$ cat src/voxel_face_classifier_unit_assert.svh
// Assertion macros shared by the voxel face classifier modules.
// Each macro expects signals named clk and rst_n in the including scope.
`ifndef VOXEL_FACE_CLASSIFIER_UNIT_ASSERT_SVH
`define VOXEL_FACE_CLASSIFIER_UNIT_ASSERT_SVH

// A property that must hold at every clock edge out of reset.
`define VFC_CHECK(name, expr, msg) \
    name: assert property (@(posedge clk) disable iff (!rst_n) (expr)) else $error(msg);

// A condition that must be followed by a consequence at the next edge.
`define VFC_CHECK_NEXT(name, ante, cons, msg) \
    name: assert property (@(posedge clk) disable iff (!rst_n) (ante) |=> (cons)) \
        else $error(msg);

`endif

$ cat src/vfc_pkg.sv
// Shared types and constants of the voxel face classifier.
// No dependencies; used by every module of the block.
package vfc_pkg;

    localparam int COORD_W     = 8;
    localparam int SIZE_W      = 9;
    localparam int TALLY_W     = 24;
    localparam int CFG_IDX_W   = 2;
    localparam int QUEUE_DEPTH = 4;
    localparam int PTR_W       = $clog2(QUEUE_DEPTH);
    localparam int LEVEL_W     = $clog2(QUEUE_DEPTH + 1);
    localparam int PLANE_AW    = 2 * COORD_W;
    localparam int PLANE_DEPTH = 1 << PLANE_AW;
    localparam int LINE_DEPTH  = 1 << COORD_W;

    localparam logic [TALLY_W-1:0] TALLY_MAX = '1;

    localparam logic [CFG_IDX_W-1:0] CFG_SIZE_X = 2'd0;
    localparam logic [CFG_IDX_W-1:0] CFG_SIZE_Y = 2'd1;
    localparam logic [CFG_IDX_W-1:0] CFG_SIZE_Z = 2'd2;

    localparam logic [SIZE_W-1:0] SIZE_RESET = 9'd256;
    localparam logic [SIZE_W-1:0] SIZE_MIN   = 9'd3;

    typedef enum logic [1:0] {
        CLASS_EMPTY      = 2'd0,
        CLASS_SOLID      = 2'd1,
        CLASS_VERTICAL   = 2'd2,
        CLASS_HORIZONTAL = 2'd3
    } vfc_class_t;

    typedef struct packed {
        logic [COORD_W-1:0] pos_x;
        logic [COORD_W-1:0] pos_y;
        logic [COORD_W-1:0] pos_z;
        vfc_class_t         voxel_class;
        logic [TALLY_W-1:0] vertical_count;
        logic               last;
    } vfc_result_t;

    typedef struct packed {
        logic        valid;
        vfc_result_t data;
    } vfc_push_t;

    // Last coordinate of an axis for a programmed size, clamped to 3..256.
    function automatic logic [COORD_W-1:0] last_coord(input logic [SIZE_W-1:0] size);
        logic [SIZE_W-1:0] dec;
        dec = size - 9'd1;
        if (size < SIZE_MIN)
            return 8'd2;
        else if (size > SIZE_RESET)
            return '1;
        else
            return dec[COORD_W-1:0];
    endfunction

endpackage

$ cat src/vfc_queue.sv
// Back part: short result queue that drives the output channel.
// Depends on vfc_pkg and the assertion macro header.
module vfc_queue
    import vfc_pkg::*;
(
    input  logic               clk,
    input  logic               rst_n,
    input  vfc_push_t          push,
    output logic [LEVEL_W-1:0] level,
    output logic               result_valid,
    input  logic               result_stall,
    output vfc_result_t        result
);

    vfc_result_t        entries_reg [QUEUE_DEPTH];
    logic [PTR_W-1:0]   head_reg, tail_reg;
    logic [LEVEL_W-1:0] level_reg, level_next;
    logic               pop;

    assign result_valid = level_reg != '0;
    assign pop          = result_valid && !result_stall;
    assign result       = entries_reg[head_reg];
    assign level        = level_reg;

    always_comb
    begin
        level_next = level_reg;
        if (push.valid && !pop)
            level_next = level_reg + LEVEL_W'(1);
        else if (!push.valid && pop)
            level_next = level_reg - LEVEL_W'(1);
    end

    always_ff @(posedge clk or negedge rst_n)
    begin
        if (!rst_n)
        begin
            head_reg  <= '0;
            tail_reg  <= '0;
            level_reg <= '0;
        end
        else
        begin
            level_reg <= level_next;
            if (push.valid)
                tail_reg <= tail_reg + PTR_W'(1);
            if (pop)
                head_reg <= head_reg + PTR_W'(1);
        end
    end

    always_ff @(posedge clk)
    begin
        if (push.valid)
            entries_reg[tail_reg] <= push.data;
    end

`include "voxel_face_classifier_unit_assert.svh"

    `VFC_CHECK(a_level_bound, level_reg <= LEVEL_W'(QUEUE_DEPTH), "queue level out of range")
    `VFC_CHECK_NEXT(a_pop_drains, pop && !push.valid, level_reg == $past(level_reg) - LEVEL_W'(1), "pop lost")
    `VFC_CHECK_NEXT(a_hold, result_valid && result_stall, result_valid && $stable(result), "stalled beat changed")

endmodule

$ cat config.mk
export PLATFORM = sky130hd
export DESIGN_NAME = vfc_queue
export DESIGN_NICKNAME = d
export VERILOG_FILES = /design/src/vfc_pkg.sv /design/src/vfc_queue.sv
export VERILOG_INCLUDE_DIRS = /design/src /design/src/src
export SDC_FILE = /design/constraint.sdc
export NUM_CORES = 1
export LEC_CHECK = 0
export BUFFER_PORTS_ARGS = -buffer_cell sky130_fd_sc_hd__clkbuf_2
export CAP_MARGIN = 20
export CORE_MARGIN = 5
export CORE_UTILIZATION = 56
export CTS_CLUSTER_SIZE = 10
export DETAILED_ROUTE_END_ITERATION = 16
export MAX_ROUTING_LAYER = met4
export PLACE_DENSITY_LB_ADDON = 0.25
export SLEW_MARGIN = 20
export SYNTH_ARGS = -nofsm -noshare
export SYNTH_HDL_FRONTEND = slang
export SYNTH_SLANG_ARGS = --single-unit
export TNS_END_PERCENT = 30
$ cat constraint.sdc
create_clock -name clk -period 2.62 [get_ports clk]
set_input_delay 0.524 -clock clk [delete_from_list [all_inputs] [get_ports clk]]
set_output_delay 0.524 -clock clk [all_outputs]
set_load 0.005 [all_outputs]
[After elaboration in Yosys (flattened, before gate mapping)]
Memory sizes are Yosys's and may differ from the RTL's.
Index checks and enable logic that the tools add are counted.
Storage, ports and cells
  ROM bits: 0
  memory bits (writable): 204
  latch bits: 0
  memories kept: 1
  logic and storage cells: 20
  flip-flop bits (word level): 7
  output and inout port bits: 55
Memory list
  entries_reg: words 4, width 51, rd ports 1, clocked after Yosys merged registers in 0, write ports 1, RTL line vfc_queue.sv:15  | vfc_result_t entries_reg [QUEUE_DEPTH];
Cells by class
  bitwise gates (word level): 0
  eq/ne operators: 0
  mux-type cells: 4
  shifts and indexed selects: 0
  div/mod/pow operators: 0
  add/subtract/negate cells: 4
  $mul: 0
  reduce and logical (&&, ||, !) cells: 8
  order comparisons: 0
Operators by type and width (count)
  two-way mux 3 bit: 2
  adder 2 x 1 -> 2 bit (second input constant): 2
  adder 3 x 1 -> 3 bit (second input constant): 1
  logical AND 1 bit: 3
  zero test 1 bit: 3
  nonzero test 3 bit: 1
  subtractor 3 x 1 -> 3 bit (second input constant): 1
  two-way mux 1 bit: 2
  nonzero test 2 bit: 1

[Depth between registers and ports, before layout]
  word-level depth: 5
  mapped depth: 8

[Worst setup path before layout]
OpenSTA, ideal clock, no wires.
  kind: flip-flop to flip-flop
  start: register tail_reg[0]
  end: memory entries_reg[2][0] (netlist bit) (enable)
  buffers on the path: 0
  setup slack: 0.371 ns
  stages on the path, launching flop included: 4
  arrival time: 1.835 ns
  setup time: 0.414 ns
  data required time: 2.206 ns
  path through: dfrtp_1 > inv_1 > ha_1 > and2_1
RTL lines
  start: declaration: RTL line vfc_queue.sv:16  | logic [PTR_W-1:0] head_reg, tail_reg;
  start signal: assignment: RTL line vfc_queue.sv:46  | tail_reg <= tail_reg + PTR_W'(1);
  end: declaration: RTL line vfc_queue.sv:15
Straight into the memory's write port.

==> impl_results.md <==
* Status: finished clean
* Maxcap violations at 0
* Number of H-tree levels at 1
* Arrival time at the worst endpoint at 1.93 ns
* Number of flops mapped to enable cells by yosys at 204
* Rel. slew slack at 64.2%
* Power per cell area at 1110 nW/um^2
* CP startpoint kind: flop
* Register area at 6310 um^2
* Synth Flop Type: edfxtp_1
* Reg-to-reg endpoint: level[2]
* Antenna violations before repair at 1
* Core area at 13,800 um^2
* Dominant cells by area after synthesis: edfxtp_1 (78%), mux4_2 (14%), dfrtp_1 (2.2%), buf_12 (1.3%), mux4_1 (1.0%)
* # DRC at 0
* Largest register FFs at 204
* Leakage at 3.31 nW
* Register area share after synthesis at 80.6%
* Commonest non-fill, non-tap cells in the layout: edfxtp_1 (204), clkbuf_2 (109), mux4_2 (48)
* Num CTS Buffers at 25
* Max Freq at 0.407 GHz
* Fin. Hold Viols at 0
* Clk_skew at 0.0211 ns
* Worst hold slack at 0.223 ns
* End of the critical path: result[3]
* RSZ-0062 raised after global routing: no
* Multiplexer share of the synthesized area at 15.0%
* Root buffer cell: clkbuf_16
* R2R depth at 8
* Max stage delay on crit path at 0.54 ns
* Post-Place Cell Area at 8650 um^2
* WS Path Type: reg2out
* Post-Synthesis Cells at 301
* FF+latch count, synth at 211
* Cell taking the most area after synthesis: edfxtp_1
* Netlist cell types at 21
* CP max stage cell: dfrtp_4
* Share of cells above drive strength 1 at 46.3%
* IO buf count at 109
* Crit path max fanout at 15
* Worst Setup Slack, final at 0.163 ns
* Slew Limit Fails at 0
* Largest family of logic cells by synthesized area: multiplexers
* Congestion Overflow GR at 0
* Fillers at 899
* Yosys Warn Count at 0
* DRT iter0 DRCs at 292
* CP Depth at 3
* Critical path origin: head_reg[0]
* Die area at 16,400 um^2
* Synth Area in Adders at 1.06%
* WP buf/inv at 2
* Critical Path, Cell by Cell: buf_12, mux4_2, clkbuf_2
* Area growth, synth to finish at 20.0%
* Crit. End Element: output pin
* Synth Area in XOR/XNOR at 0.672%
* RD Place Congestion at 0.739
* Row count at 43
* Fin cells at 637
* Tmin final at 2.46 ns
* Maximum VDD drop at 0.781 mV
* CTS tree: done
* Clk_lat worst skew at 0.52 ns
* WP data required at 2.10 ns
* Initial core utilization at 56.8%
* Post-layout net count at 506
* Vias in the first global route at 3,854
* Die Wd at 128 um
* Dpl cells at 594
* Area share of and/or/nand/nor cells after synthesis at 0.656%
* CTS Buffer Depth at 3
* Boundary Pins at 110
* Yosys top cell area share at 78.3%
* Area of the multi-input gates at 1370 um^2
* First-pass GRT wire length at 21,400 um
* Antenna Nets Post-Route at 0
* Vias at 3,548
* Initial DRT Pass Iterations at 4
* Period utilization at 93.8%
* Compound-Gate Fraction of Synth Area at 0.0640%
* Clock Sinks at 211
* Reg-to-Reg Start: level[0]
* Vias per cell at 5.57
* Clock transition at path regs at 0.05 ns
* Final WL at 13,400 um
* Die Y-Extent at 128 um
* Largest net degree at the start of global routing at 32
* Most common cell after layout, fill and taps aside: edfxtp_1
* Hpwl dp at 8530 um
* Syn Nets at 362
* Worst hold path type: in2reg
* Tot GR Track Use at 17.6%
* Avg Cell Area, Syn at 26.0 um^2
* Final Cell Area at 9390 um^2
* Wirelength per Cell at 21.1 um
* Async S/R FF share, synth at 3.32%
* Crit-path leading delay family: flip-flops
* Reg-to-reg slack, setup at 0.34 ns
* Mapped Area at 7820 um^2
* Worst-margin pin slew at 0.537 ns
* Final setup fails at 0
* Setup TNS at 0 ns
* Place WS at 0.431 ns
-- cell families after synthesis --
| logic type | after synthesis |
|---|---|
| simple gates | 9 |
| mux | 52 |
| buf+inv | 16 |
| fa+ha+maj | 6 |
| xor+xnor | 6 |
| compound gates | 1 |
| flops | 211 |
-- how the worst min path moves through the flow --
stage               cells after the start  slack (ns)  startpoint            endpoint
detailed placement                      1        0.38       rst_n            level[2]
global route                            1        0.21    push[36]  entries_reg[3][36]
finish                                  1        0.22    push[26]  entries_reg[3][26]
floorplan                               0        0.23       rst_n         head_reg[0]
global placement                        1        0.37       rst_n            level[2]
CTS                                     1        0.21    push[26]  entries_reg[3][26]
-- layout make-up --
type | instances | area share, %
diodes | 1 | 0.0267
clock buffers | 36 | 7.11
clock inverters | 2 | 0.307
inverters | 4 | 0.160
multi-input cells | 74 | 14.6
flip-flops and latches | 211 | 67.2
well taps | 180 | 2.40
repair buffers | 129 | 8.24
-- report_power, final --
group          internal, mW  total, mW  leakage [nW]  switching [mW]
combinational          1.49       2.86          1.02            1.37
sequential             4.43       4.63          1.95           0.201
clock                  1.75       2.96         0.335            1.20
-- per-stage QoR --
stage | power (mW) | util [%]
finish | 10.4 | 68.1
global route | 11.0 | 68.1
CTS | 10.6 | 68.1
detailed placement | 7.61 | 62.8
global placement | 7.54 | 62.8
floorplan | 6.51 | -
-- cell usage after synthesis (all sizes together), types with 2 or more instances --
cell    number
edfxtp     204
mux4        51
buf         11
dfrtp        7
ha           5
and2         4
inv          4
xor2         4
xnor2        2
-- timing repair --
action,4_1_cts,5_1_grt
setup endpoints to repair,5,0
gates resized for setup,0,0
buffers inserted,3,0
hold buffers,1,0
endpoints found under the hold margin,7,0
-- per-layer routing --
metal / GRT usage (%) / routed length (um)
met5: - / 0
met4: 4.68 / 306
met3: 3.71 / 741
met2: 28.3 / 6880
met1: 23.4 / 5520
No activity file was read; power rests on OpenSTA's default activity.
